## src/rtl/srrs_pkg.sv

```systemverilog
// Shared constants, result type and rate table of the sine rate/ratio search.
package srrs_pkg;

	// Search limits
	localparam int TABLE_LEN_LIMIT = 4096;
	localparam int RATE_COUNT      = 10;
	localparam int RATE_IDX_W      = 4;

	// Field widths
	localparam int LEN_W     = 13;
	localparam int MSPC_W    = 16;
	localparam int REQ_W     = 32;
	localparam int FS_W      = 18;
	localparam int FRAC_BITS = 14;
	localparam int DEN_W     = FS_W + FRAC_BITS;

	// Whole periods of the lowest rate that fit in one request step
	localparam int QUO_W = 5;
	// K before the samples-per-cycle check; stays below 27 * 4096
	localparam int KW    = 17;
	localparam int MQ_W  = MSPC_W + QUO_W;
	localparam int MK_W  = MSPC_W + KW + 1;

	// Shared multiplier
	localparam int MUL_A_W = REQ_W;
	localparam int MUL_B_W = LEN_W;
	localparam int PROD_W  = MUL_A_W + MUL_B_W;

	// Configuration port
	localparam int CFG_IDX_W  = 1;
	localparam int CFG_DATA_W = 16;
	localparam logic [CFG_IDX_W-1:0] REG_MAX_TABLE_LEN = 1'd0;
	localparam logic [CFG_IDX_W-1:0] REG_MIN_SPC       = 1'd1;
	localparam logic [LEN_W-1:0]     MAX_TABLE_LEN_RST = 13'd4096;
	localparam logic [MSPC_W-1:0]    MIN_SPC_RST       = 16'd512;
	localparam logic [MSPC_W-1:0]    MIN_SPC_ONE       = 16'd256;

	// One plan, ok in the lowest bit
	typedef struct packed {
		logic [REQ_W-1:0] actual_hz;
		logic [LEN_W-1:0] table_len;
		logic [LEN_W-1:0] cycles_k;
		logic [FS_W-1:0]  sample_rate_hz;
		logic             ok;
	} plan_t;

	localparam int PLAN_W      = $bits(plan_t);
	// ok travels on tuser, the other fields fill tdata
	localparam int OUT_DATA_W  = PLAN_W - 1;
	localparam int OUT_TDATA_W = ((OUT_DATA_W + 7) / 8) * 8;

	// Sample rates in Hz, fastest first; unused slots hold zero
	function automatic logic [FS_W-1:0] rate_hz(input logic [RATE_IDX_W-1:0] idx);
		logic [FS_W-1:0] fs;
		unique case (idx)
			4'd0:    fs = 18'd156250;
			4'd1:    fs = 18'd125000;
			4'd2:    fs = 18'd78125;
			4'd3:    fs = 18'd62500;
			4'd4:    fs = 18'd50000;
			4'd5:    fs = 18'd31250;
			4'd6:    fs = 18'd25000;
			4'd7:    fs = 18'd15625;
			4'd8:    fs = 18'd12500;
			4'd9:    fs = 18'd10000;
			default: fs = '0;
		endcase
		return fs;
	endfunction

endpackage

```

## src/rtl/srrs_divider.sv

```systemverilog
// Restoring divider, one quotient bit per cycle, for the final frequency.
module srrs_divider (
	input  logic                        clk,
	input  logic                        arst_n,
	input  logic                        start,
	input  logic [srrs_pkg::PROD_W-1:0] dividend,
	input  logic [srrs_pkg::LEN_W-1:0]  divisor,
	output logic                        done,
	output logic [srrs_pkg::REQ_W-1:0]  quotient
);
	import srrs_pkg::*;

	localparam int CNT_W = $clog2(REQ_W);

	logic             busy_q;
	logic             done_q;
	logic [CNT_W-1:0] cnt_q;
	logic [LEN_W-1:0] rem_q;
	logic [LEN_W-1:0] div_q;
	logic [REQ_W-1:0] quo_q;

	logic [LEN_W:0]   rem_sh;
	logic             fits;

	// Shift in the next dividend bit and try a subtract
	assign rem_sh = {rem_q, quo_q[REQ_W-1]};
	assign fits   = rem_sh >= {1'b0, div_q};

	// Control
	always_ff @(posedge clk or negedge arst_n) begin
		if (!arst_n) begin
			busy_q <= 1'b0;
			done_q <= 1'b0;
			cnt_q  <= '0;
		end else begin
			done_q <= 1'b0;
			if (start) begin
				busy_q <= 1'b1;
				cnt_q  <= '0;
			end else if (busy_q) begin
				cnt_q <= cnt_q + 1'b1;
				if (cnt_q == CNT_W'(REQ_W - 1)) begin
					busy_q <= 1'b0;
					done_q <= 1'b1;
				end
			end
		end
	end

	// Datapath; the upper dividend bits are already below the divisor
	always_ff @(posedge clk) begin
		if (start) begin
			rem_q <= dividend[PROD_W-1:REQ_W];
			quo_q <= dividend[REQ_W-1:0];
			div_q <= divisor;
		end else if (busy_q) begin
			rem_q <= fits ? LEN_W'(rem_sh - {1'b0, div_q}) : rem_sh[LEN_W-1:0];
			quo_q <= {quo_q[REQ_W-2:0], fits};
		end
	end

	assign done     = done_q;
	assign quotient = quo_q;

endmodule

```

## src/rtl/srrs_search.sv

```systemverilog
// Sequencer and shared datapath that walk the rate and length candidates until an exact hit.
module srrs_search (
	input  logic                        clk,
	input  logic                        arst_n,
	input  logic                        start,
	input  logic [srrs_pkg::REQ_W-1:0]  req,
	input  logic [srrs_pkg::LEN_W-1:0]  max_len,
	input  logic [srrs_pkg::MSPC_W-1:0] min_spc,
	output logic                        idle,
	output logic                        res_valid,
	output srrs_pkg::plan_t             res,
	input  logic                        res_take
);
	import srrs_pkg::*;

	typedef enum logic [9:0] {
		S_IDLE = 10'b00_0000_0001,
		S_RATE = 10'b00_0000_0010,
		S_QDIV = 10'b00_0000_0100,
		S_MQ   = 10'b00_0000_1000,
		S_STEP = 10'b00_0001_0000,
		S_CMPA = 10'b00_0010_0000,
		S_CMPB = 10'b00_0100_0000,
		S_FMUL = 10'b00_1000_0000,
		S_FDIV = 10'b01_0000_0000,
		S_DONE = 10'b10_0000_0000
	} srch_state_t;

	srch_state_t state_q, state_d;
	logic        found_q;

	// Request and settings held for the whole search
	logic [REQ_W-1:0]      req_q;
	logic [MSPC_W-1:0]     m_q;
	logic [LEN_W-1:0]      lmax_q;
	// Per-rate values
	logic [RATE_IDX_W-1:0] ri_q;
	logic [FS_W-1:0]       fs_q;
	logic [DEN_W-1:0]      d_q;
	logic [REQ_W-1:0]      rem_q;
	logic [QUO_W-1:0]      q_q;
	logic [MQ_W-1:0]       mq_q;
	// Running candidate
	logic [LEN_W-1:0]      l_q;
	logic [DEN_W-1:0]      r_q;
	logic [KW-1:0]         k_q;
	logic [MK_W-1:0]       mk_q;
	logic [DEN_W-1:0]      n_q;
	logic [PROD_W-1:0]     a_q;
	// Best so far
	logic [DEN_W-1:0]      best_n_q;
	logic [LEN_W-1:0]      best_l_q;
	logic [KW-1:0]         best_k_q;
	logic [DEN_W-1:0]      best_d_q;
	logic [FS_W-1:0]       best_fs_q;
	logic [REQ_W-1:0]      actual_q;

	logic [LEN_W-1:0]   lmax_in;
	logic               bad_req;
	logic [FS_W-1:0]    fs_sel;
	logic [DEN_W:0]     sum;
	logic               carry;
	logic [DEN_W-1:0]   r_adv;
	logic [KW-1:0]      k_adv;
	logic [MK_W-1:0]    mk_adv;
	logic [DEN_W-1:0]   half;
	logic [DEN_W-1:0]   n_cur;
	logic               skip;
	logic               len_end;
	logic               last_rate;
	logic               better;
	logic               hit;
	logic               found_nx;
	srch_state_t        fin_state;
	srch_state_t        after_len;
	logic [MUL_A_W-1:0] mul_a;
	logic [MUL_B_W-1:0] mul_b;
	logic [PROD_W-1:0]  prod;
	logic               div_start;
	logic               div_done;
	logic [REQ_W-1:0]   div_quo;

	// Settings check at start
	assign lmax_in = (max_len > LEN_W'(TABLE_LEN_LIMIT)) ? LEN_W'(TABLE_LEN_LIMIT) : max_len;
	assign bad_req = (req == '0) || (lmax_in < LEN_W'(2)) || (min_spc < MIN_SPC_ONE);

	assign fs_sel = rate_hz(ri_q);

	// Next length: K and its rounding remainder move by the per-rate quotient
	assign sum    = {1'b0, r_q} + {1'b0, rem_q};
	assign carry  = sum >= {1'b0, d_q};
	assign r_adv  = carry ? DEN_W'(sum - {1'b0, d_q}) : sum[DEN_W-1:0];
	assign k_adv  = k_q + KW'(q_q) + KW'(carry);
	assign mk_adv = mk_q + MK_W'(mq_q) + (carry ? MK_W'(m_q) : '0);

	// Error numerator is the distance of the remainder from half a period
	assign half  = {1'b0, d_q[DEN_W-1:1]};
	assign n_cur = (half >= r_q) ? half - r_q : r_q - half;

	// K of zero or too few samples per cycle
	assign skip      = (k_q == '0) || (MK_W'({l_q, 8'd0}) < mk_q);
	assign len_end   = l_q == lmax_q;
	assign last_rate = ri_q == RATE_IDX_W'(RATE_COUNT - 1);

	// Shared multiplier
	always_comb begin
		unique case (state_q)
			S_MQ: begin
				mul_a = MUL_A_W'(m_q);
				mul_b = MUL_B_W'(q_q);
			end
			S_CMPA: begin
				mul_a = n_cur;
				mul_b = best_l_q;
			end
			S_CMPB: begin
				mul_a = best_n_q;
				mul_b = l_q;
			end
			S_FMUL: begin
				mul_a = best_d_q;
				mul_b = best_k_q[LEN_W-1:0];
			end
			default: begin
				mul_a = '0;
				mul_b = '0;
			end
		endcase
	end

	assign prod = mul_a * mul_b;

	// Cross-multiplied error compare
	assign better   = !found_q || (a_q < prod);
	assign hit      = better && (n_q == '0);
	assign found_nx = found_q || ((state_q == S_CMPB) && better);

	assign fin_state = found_nx ? S_FMUL : S_DONE;
	assign after_len = last_rate ? fin_state : S_RATE;

	// Sequencer
	always_comb begin
		state_d = state_q;
		unique case (state_q)
			S_IDLE: begin
				if (start)
					state_d = bad_req ? S_DONE : S_RATE;
			end
			S_RATE: begin
				if (fs_sel == '0)
					state_d = after_len;
				else
					state_d = S_QDIV;
			end
			S_QDIV: begin
				if (rem_q < d_q)
					state_d = S_MQ;
			end
			S_MQ: begin
				state_d = S_STEP;
			end
			S_STEP: begin
				state_d = S_CMPA;
			end
			S_CMPA: begin
				if (!skip)
					state_d = S_CMPB;
				else if (len_end)
					state_d = after_len;
			end
			S_CMPB: begin
				if (hit)
					state_d = S_FMUL;
				else if (len_end)
					state_d = after_len;
				else
					state_d = S_CMPA;
			end
			S_FMUL: begin
				state_d = S_FDIV;
			end
			S_FDIV: begin
				if (div_done)
					state_d = S_DONE;
			end
			S_DONE: begin
				if (res_take)
					state_d = S_IDLE;
			end
			default: state_d = S_IDLE;
		endcase
	end

	// Control state
	always_ff @(posedge clk or negedge arst_n) begin
		if (!arst_n) begin
			state_q <= S_IDLE;
			found_q <= 1'b0;
		end else begin
			state_q <= state_d;
			if (state_q == S_IDLE && start)
				found_q <= 1'b0;
			else if (state_q == S_CMPB && better)
				found_q <= 1'b1;
		end
	end

	// Datapath
	always_ff @(posedge clk) begin
		if (state_q == S_IDLE && start) begin
			req_q    <= req;
			m_q      <= min_spc;
			lmax_q   <= lmax_in;
			ri_q     <= '0;
			best_l_q <= LEN_W'(1);
		end
		if (state_d == S_RATE && state_q != S_IDLE)
			ri_q <= ri_q + 1'b1;
		if (state_q == S_RATE) begin
			fs_q  <= fs_sel;
			d_q   <= {fs_sel, {FRAC_BITS{1'b0}}};
			rem_q <= req_q;
			q_q   <= '0;
		end
		// Request step split into whole periods and a remainder
		if (state_q == S_QDIV && rem_q >= d_q) begin
			rem_q <= rem_q - d_q;
			q_q   <= q_q + 1'b1;
		end
		// Length zero: K is zero and the remainder sits at half a period
		if (state_q == S_MQ) begin
			mq_q <= prod[MQ_W-1:0];
			l_q  <= '0;
			r_q  <= half;
			k_q  <= '0;
			mk_q <= '0;
		end
		if (state_d == S_CMPA) begin
			l_q  <= l_q + 1'b1;
			r_q  <= r_adv;
			k_q  <= k_adv;
			mk_q <= mk_adv;
		end
		if (state_q == S_CMPA && !skip) begin
			n_q <= n_cur;
			a_q <= prod;
		end
		if (state_q == S_CMPB && better) begin
			best_n_q  <= n_q;
			best_l_q  <= l_q;
			best_k_q  <= k_q;
			best_d_q  <= d_q;
			best_fs_q <= fs_q;
		end
		if (state_q == S_FDIV && div_done)
			actual_q <= div_quo;
	end

	assign div_start = state_q == S_FMUL;

	srrs_divider u_div (
		.clk      (clk),
		.arst_n   (arst_n),
		.start    (div_start),
		.dividend (prod),
		.divisor  (best_l_q),
		.done     (div_done),
		.quotient (div_quo)
	);

	// Result, all zero when nothing was found
	always_comb begin
		res.ok             = found_q;
		res.sample_rate_hz = found_q ? best_fs_q : '0;
		res.cycles_k       = found_q ? best_k_q[LEN_W-1:0] : '0;
		res.table_len      = found_q ? best_l_q : '0;
		res.actual_hz      = found_q ? actual_q : '0;
	end

	assign res_valid = state_q == S_DONE;
	assign idle      = state_q == S_IDLE;

endmodule

```

## src/rtl/sine_rate_ratio_search_core.sv

```systemverilog
// Top level of the sine rate/ratio search: stream ports, settings, result register.
//
// Takes a sine frequency request (unsigned Q18.14 Hz) and returns one plan: the
// sample rate, K periods and table length L whose rate*K/L is closest to the
// request, with the resulting frequency. Rates are searched fastest first and
// L from 1 to max_table_len; the first exact hit ends the search. For each rate
// the request is divided by 16384*rate by repeated subtraction (quotient at
// most 26), then the lengths are stepped and, unless skipped, tested. The
// search shares one multiplier, which every tested length uses twice for the
// cross-multiplied error compare, and ends with the bit-serial divider when a
// plan is found. An invalid request goes from idle straight to the result, with
// no search. The input is not ready while a search runs; a finished plan waits
// in the output register while the next request is taken. The ok flag travels
// on tuser.
module sine_rate_ratio_search_core (
	input  logic                             clk,
	input  logic                             arst_n,
	// requested_hz [31:0]
	input  logic                             s_axis_tvalid,
	output logic                             s_axis_tready,
	input  logic [srrs_pkg::REQ_W-1:0]       s_axis_tdata,
	// sample_rate_hz [17:0], cycles_k [30:18], table_len [43:31],
	// actual_hz [75:44], zero [79:76]
	output logic                             m_axis_tvalid,
	input  logic                             m_axis_tready,
	output logic [srrs_pkg::OUT_TDATA_W-1:0] m_axis_tdata,
	// ok [0]
	output logic                             m_axis_tuser,
	input  logic                             cfg_we,
	input  logic [srrs_pkg::CFG_IDX_W-1:0]   cfg_index,
	input  logic [srrs_pkg::CFG_DATA_W-1:0]  cfg_data
);
	import srrs_pkg::*;

	logic [LEN_W-1:0]  max_table_len_q;
	logic [MSPC_W-1:0] min_spc_q;
	logic              out_valid_q;
	plan_t             out_plan_q;

	logic  srch_idle;
	logic  start;
	logic  res_valid;
	logic  res_take;
	plan_t res;

	// Settings registers
	always_ff @(posedge clk or negedge arst_n) begin
		if (!arst_n) begin
			max_table_len_q <= MAX_TABLE_LEN_RST;
			min_spc_q       <= MIN_SPC_RST;
		end else if (cfg_we) begin
			unique case (cfg_index)
				REG_MAX_TABLE_LEN: max_table_len_q <= cfg_data[LEN_W-1:0];
				REG_MIN_SPC:       min_spc_q       <= cfg_data[MSPC_W-1:0];
			endcase
		end
	end

	assign s_axis_tready = srch_idle;
	assign start         = s_axis_tvalid && s_axis_tready;
	assign res_take      = !out_valid_q || m_axis_tready;

	srrs_search u_search (
		.clk       (clk),
		.arst_n    (arst_n),
		.start     (start),
		.req       (s_axis_tdata),
		.max_len   (max_table_len_q),
		.min_spc   (min_spc_q),
		.idle      (srch_idle),
		.res_valid (res_valid),
		.res       (res),
		.res_take  (res_take)
	);

	// Output register
	always_ff @(posedge clk or negedge arst_n) begin
		if (!arst_n)
			out_valid_q <= 1'b0;
		else if (res_valid && res_take)
			out_valid_q <= 1'b1;
		else if (m_axis_tready)
			out_valid_q <= 1'b0;
	end

	always_ff @(posedge clk) begin
		if (res_valid && res_take)
			out_plan_q <= res;
	end

	assign m_axis_tvalid = out_valid_q;
	assign m_axis_tdata  = {{(OUT_TDATA_W - OUT_DATA_W){1'b0}}, out_plan_q[PLAN_W-1:1]};
	assign m_axis_tuser  = out_plan_q.ok;

	// A taken request closes the input in the next cycle
	a_busy_after_request: assert property (@(posedge clk) disable iff (!arst_n)
		start |=> !s_axis_tready)
		else $error("input ready right after a request was taken");

	// No plan means every other field is zero
	a_empty_plan: assert property (@(posedge clk) disable iff (!arst_n)
		out_valid_q && !out_plan_q.ok |->
			out_plan_q.sample_rate_hz == '0 && out_plan_q.cycles_k == '0 &&
			out_plan_q.table_len == '0 && out_plan_q.actual_hz == '0)
		else $error("failed plan carries nonzero fields");

	// A plan has a rate, at least one period and no more periods than samples
	a_plan_shape: assert property (@(posedge clk) disable iff (!arst_n)
		out_valid_q && out_plan_q.ok |->
			out_plan_q.sample_rate_hz != '0 && out_plan_q.cycles_k != '0 &&
			out_plan_q.cycles_k <= out_plan_q.table_len)
		else $error("plan with bad rate, K or L");

endmodule
```

## config.mk

```make
export PLATFORM = sky130hd
export DESIGN_NAME = sine_rate_ratio_search_core
export DESIGN_NICKNAME = d
export VERILOG_FILES = /design/src/rtl/srrs_pkg.sv /design/src/rtl/srrs_divider.sv /design/src/rtl/srrs_search.sv /design/src/rtl/sine_rate_ratio_search_core.sv
export SDC_FILE = /design/constraint.sdc
export NUM_CORES = 2
export LEC_CHECK = 0
export BUFFER_PORTS_ARGS = -buffer_cell sky130_fd_sc_hd__buf_2
export CAP_MARGIN = 25
export CORE_UTILIZATION = 55
export CTS_CLUSTER_SIZE = 25
export DETAILED_ROUTE_END_ITERATION = 8
export PLACE_DENSITY = 0.7
export SYNTH_ARGS = -nofsm -noshare
export SYNTH_HDL_FRONTEND = slang
export SYNTH_SLANG_ARGS = --single-unit
```

## constraint.sdc

```tcl
create_clock -name clk -period 32.3 [get_ports clk]
set_input_delay 6.46 -clock clk [delete_from_list [all_inputs] [get_ports clk]]
set_output_delay 6.46 -clock clk [all_outputs]
set_load 0.005 [all_outputs]
```

Word-level counts from Yosys, hierarchy flattened:

Memory sizes are Yosys's and may differ from the RTL's. A register that Yosys moved wholly into a read port is not among the register bits.
Cells that the tools add are included.
Widths: inputs -> output; s select.

* output and inout bits: 83
* logic and storage cells: 161
* memories: 1
* register bits after elaboration: 605
* ROM bits: 288
* bits of input ports: 54

* bitwise operators: 1
* reductions and logical operators: 30
* $lt $le $gt $ge: 10
* $add $sub $neg: 14
* $mul: 1
* mux-type cells: 53
* equality and inequality tests: 16

Memory list
* (no name shown): depth 16, bits a word 18, read ports 1, clocked after memory_dff 1, write ports 0, RTL line srrs_pkg.sv:55 `unique case (idx)`

Operators by type and width (count)
* $mux 32: 8
* $pmux 32 s4: 1
* $mux 10: 12
* $mux 13: 8
* $pmux 10 s10: 1
* $mux 34: 2
* $logic_not 32->1: 2
* $sub 32x32->32: 2
* $pmux 13 s4: 1
* $lt 45x45->1: 1
* $mul 32x13->45: 1
* $add 34x21->34: 1
* $add 34x34->34: 1
* $lt 21x34->1: 1
* $mux 17: 2
* $add 32x32->33: 1
* $ge 33x32->1: 1
* $ge 31x32->1: 1
* $ge 32x32->1: 1
* $lt 32x32->1: 1
* $sub 31x32->32: 1
* $sub 32x31->32: 1
* $eq 10x2->1 const B: 2
* $eq 10x6->1 const B: 2
* other kinds (34): 70

Logic depth before layout (Yosys ltp):

* word-level depth: 17
* mapped depth: 52
* depth with buffers taken out: 51

Modules after synthesis:

From an unflattened synthesis, not the netlist that was laid out.

* cells, all modules: 4323
* area total of the unflattened synthesis: 46270.6 µm²

Modules (own cells, without submodules)
* srrs_search: cells an instance 3895, instances 1, seq. area each 13309.0 µm², area an instance 39263.9 µm²
* sine_rate_ratio_search_core: cells an instance 149, instances 1, seq. area each 3065.4 µm², area an instance 3535.9 µm²
* srrs_divider: cells an instance 279, instances 1, seq. area each 1916.8 µm², area an instance 3470.8 µm²

Worst setup path after synthesis:

Ideal clock, no wire load.

* path type: register to register
* from: register u_search.fs_q[8] (netlist name)
* to: register u_search.k_q[0] (enable)
* setup slack: 19.767 ns
* library setup time: 0.908 ns
* cell stages (with the launch flop): 45
* buffers on the path: 4
* required time: 31.392 ns
* clock period less this slack: 12.533 ns
* arrival: 11.625 ns
* cells stage by stage: edfxtp_1 ha_1 clkbuf_1 a21oi_1 o22ai_1 a211o_1 or2_1 o21ai_2 a21oi_2 buf_4 buf_6 mux2i_1 xor2_1 nand2_1 nand2_1 nand2_1 fa_1 inv_1 [... 9 more ...] a21o_1 a21o_1 a21o_1 a21o_1 a221oi_2 o21ai_0 xnor2_1 ha_1 and4_1 and2_1 a221o_1 a211o_1 o31ai_4 a31oi_4 o21ai_1 o21a_1 buf_2 nand2b_1

RTL lines
* end signal, assigned: RTL line srrs_search.sv:241 `k_q <= k_adv;`
* end, declared: RTL line srrs_search.sv:46 `logic [KW-1:0] k_q;`

Final worst setup path:

* from: register u_search.r_q[14]
* to: register u_search.r_q[28], data pin

* cells in the longest elaborated chain, start to end: 15
* elaborated cells between the ends (all ways): 25
* classes of those cells: 4 x add/sub; 1 x mul; 3 x order compare; 1 x eq/ne; 12 x mux; 4 x reduce/logical

RTL lines
* start, declared: RTL line srrs_search.sv:45 `logic [DEN_W-1:0] r_q;`
* start signal, assigned: RTL line srrs_search.sv:234 `r_q <= half;`
* start signal, assigned: RTL line srrs_search.sv:240 `r_q <= r_adv;`
* $ge 31x32->1 *: RTL line srrs_search.sv:98 `assign n_cur = (half >= r_q) ? half - r_q : r_q - half;`
* $mux 32 *: RTL line srrs_search.sv:98
* named net u_search.n_cur[7]: RTL line srrs_search.sv:67 `logic [DEN_W-1:0] n_cur;`
* $pmux 32 s4 *: RTL line srrs_search.sv:107 `unique case (state_q)`
* $mul 32x13->45 *: RTL line srrs_search.sv:131 `assign prod = mul_a * mul_b;`
* $lt 45x45->1 *: RTL line srrs_search.sv:134 `assign better = !found_q || (a_q < prod);`
* $logic_or 1x1->1 *: RTL line srrs_search.sv:134
* $logic_and 1x1->1: RTL line srrs_search.sv:136 `assign found_nx = found_q || ((state_q == S_CMPB) && better);`
* $logic_or 1x1->1: RTL line srrs_search.sv:136
* $mux 10: RTL line srrs_search.sv:138 `assign fin_state = found_nx ? S_FMUL : S_DONE;`
* $mux 10: RTL line srrs_search.sv:139 `assign after_len = last_rate ? fin_state : S_RATE;`
* $mux 10, on equally long branches: RTL line srrs_search.sv:174, srrs_search.sv:168
* $mux 10, on equally long branches: RTL line srrs_search.sv:172, srrs_search.sv:166
* $pmux 10 s10 *: RTL line srrs_search.sv:144 `unique case (state_q)`
* $eq 10x6->1 *: RTL line srrs_search.sv:238 `if (state_d == S_CMPA) begin`
* $mux 32 *: RTL line srrs_search.sv:238

The timed path passes the listed nets; every way through them passes the cells marked *.
A chain may end at the register's enable or synchronous reset.

==> results.md <==
- Sw power: 749 uW
- Htree depth: 3
- Crit path launch type: register
- Post-CTS setup buffers: 0
- Crit-path max cell delay: 0.65 ns
- Worst slew pin tran: 1.09 ns
- Switching share of total power: 0.309
- IO Pins: 137
- Dpl hpwl: 92,300 um
- Number of synthesized flops with an enable pin: 557
- Async set-reset flop share out of synthesis: 0.0770
- Slew headroom: 0.265
- Total of max-cap violations: 0
- Worst-path clk slew: 0.06 ns
- VDD IR-drop max: 0.0520 mV
- Worst Hold Class: register to register
- CP endpoint kind: register
- Main area contributors after synthesis: edfxtp_1 (37%), fa_1 (16%), ha_1 (8.5%)
- TritonRoute pass-1 iters: 5
- Cell Area, Synth: 0.0456 sq mm
- Area grow syn2layout: 9.45%
- Via/cell ratio: 5.81
- Final clock skew: 0.0506 ns
- Pre-CTS setup slack: 18.98 ns
- Slew Viols, Final: 0
- Post-route insts no fill: 5,517
- Horiz. Die Dim: 290 um
- Pint: 1.68 mW
- Nets: 5,099
- Max Buffers Root-to-Sink: 3
- Via Count: 32,061
- Clock Latency Late Sink: 0.66 ns
- Gr ovfl total: 0
- FF+latch count, synth: 623
- Worst path required time: 32.70 ns
- GP Congestion: 0.937
- Yosys cell types: 95
- Vias in the first global route: 32,108
- FP Rows: 105
- Post-synth top area cell: edfxtp_1
- Die height: 290 um
- Setup ws final: 18.97 ns
- Fillers: 6,681
- Fmax: 75.0 MHz
- Mean area per synthesized cell: 10.7 sq um
- Final wirelength: 119,000 um
- Power Dens Cells: 48.6 mW/mm^2
- Final Critical Period: 13.33 ns
- # setup viols final: 0
- Die ar.: 0.0840 sq mm
- Leakage: 21.7 nW
- DRC errors left: 0
- Count of final hold-check violations: 0
- Uppermost layer routed: met4
- First DRT Iteration DRCs: 2,659
- Drt wl/cell: 21.6 um
- CP bufs+invs: 7
- Sequential share of power: 0.434
- Setup TNS: 0 ns
- M1 WL: 49,800 um
- Met2 WL post-DR: 55,000 um
- Yosys top cell area share: 0.367
- Clock sinks: 623
- CP max FO: 26
- First-pass GRT wire length: 184,000 um
- CTS hold repair buffers: 0
- Cts repair resizes: 0
- Final worst-path cycle share: 0.413
- Commonest cells after routing, fill and taps aside: edfxtp_1 (557), inv_1 (536), nand2_1 (454)
- Inst Count DP: 5,378
- Crit path max-delay cell type: a21o_1
- Dominant synthesized flop cell: edfxtp_1
- Initial antenna violation count: 2
- Worst Path Arrival: 13.73 ns
- Ys Warns: 0
- CP Class: register to register
- Port Buffers: 132
- Core Area: 0.0821 sq mm
- Util after Layout: 0.608
- Largest delay share family, worst path: compound AO/OA/AOI/OAI gates
- Largest net degree at the start of global routing: 77
- Most common cell after layout, fill and taps aside: edfxtp_1
- Clock power frac: 0.347
- Unrepaired setup endpoints after global routing: false
- Cells after Synth: 4,274
- Initial Util: 0.555
- Num CTS Buffers: 72
- Status: finished, final reports clean
- Number of flip-flops under the largest register name: 76
- Antenna viol nets, final: 0
- WL met3: 10,300 um
- Global-route usage over all layers: 0.285
- Sequential-to-total area share from yosys stat: 0.401
- CTS tree: built
- Clk root buf: clkbuf_16
- FF-to-FF setup slack: 18.97 ns
- Comb pwr share: 0.219
- Layout cell share with drive strength beyond 1: 0.0871
==> area by class of cell <==
| cell class | instances | area, sq um | share of cell area |
|---|---|---|---|
| Antenna cell | 6 | 15.0 | 0.000301 |
| Clock buffer | 89 | 1880 | 0.0376 |
| Clock inverter | 43 | 553 | 0.0111 |
| Inverter | 540 | 2030 | 0.0406 |
| Multi-Input combinational cell | 2971 | 24700 | 0.495 |
| Sequential cell | 623 | 18300 | 0.367 |
| Tap cell | 1070 | 1340 | 0.0268 |
| Timing Repair Buffer | 175 | 1070 | 0.0215 |
==> synthesized netlist by cell type, drive strengths merged (35+ instances only) <==
cell	instances
edfxtp	557
inv	540
nand2	455
fa	354
nor2	318
ha	308
a21oi	197
and2	186
o21ai	150
a21o	103
clkbuf	99
xnor2	96
xor2	88
nor3	57
nand3	46
dfrtp	45
nor4	45
buf	44
mux2i	43
nor2b	41
nand4	37
mux2	35
==> cells by family (layout without fill, tap and decap cells) <==
group,count (synthesis),count (layout),synth area share
simple gates,1312,1312,0.138
compound gates,731,731,0.109
buf+inv,683,847,0.0583
fa+ha+maj,662,662,0.240
flops,623,623,0.401
xor+xnor,184,184,0.0354
mux,78,78,0.0182
other cells,1,10,0.0000823
==> metal layers <==
metal  track usage  up-vias
li1              -    14872
met1         0.392    15652
met2         0.455     1321
met3        0.0573      216
met4        0.0951        0
met5             0        -
==> final timing paths <==
check | from | endpoint | depth (start not counted)
worst max-delay path | u_search.r_q[14]$_DFFE_PP_ | u_search.r_q[28]$_DFFE_PP_ | 45
worst min-delay path | u_search.fs_sel[5]$_SDFF_PP0_ | u_search.fs_q[5]$_DFFE_PP_ | 0
worst max register to register | u_search.r_q[14]$_DFFE_PP_ | u_search.r_q[28]$_DFFE_PP_ | 45
worst min register to register | u_search.fs_sel[5]$_SDFF_PP0_ | u_search.fs_q[5]$_DFFE_PP_ | 0
max in group asynchronous | arst_n | u_search.found_q$_DFFE_PN0P_ | 2
min in group asynchronous | arst_n | max_table_len_q[6]$_DFFE_PN0P_ | 2
==> power groups by stage <==
stage / clock network (mW) / registers [mW] / logic, mW
detailed placement: 0 / 1.07 / 0.522
finish: 0.841 / 1.05 / 0.531
CTS: 0.852 / 1.05 / 0.526
global route: 0.884 / 1.06 / 0.586
global placement: 0 / 1.07 / 0.513
floorplan: 0 / 1.03 / 0.387
==> stage by stage <==
step / hold WS [ns] / total power, mW / instance area (sq um)
4_1_cts: 0.430 / 2.43 / 49900
2_1_floorplan: 0.400 / 1.42 / 45600
3_3_place_gp: 0.404 / 1.58 / 47300
5_1_grt: 0.448 / 2.53 / 49900
3_5_place_dp: 0.410 / 1.59 / 47400
6_report: 0.430 / 2.43 / 49900
(Power assumes the default switching activity.)
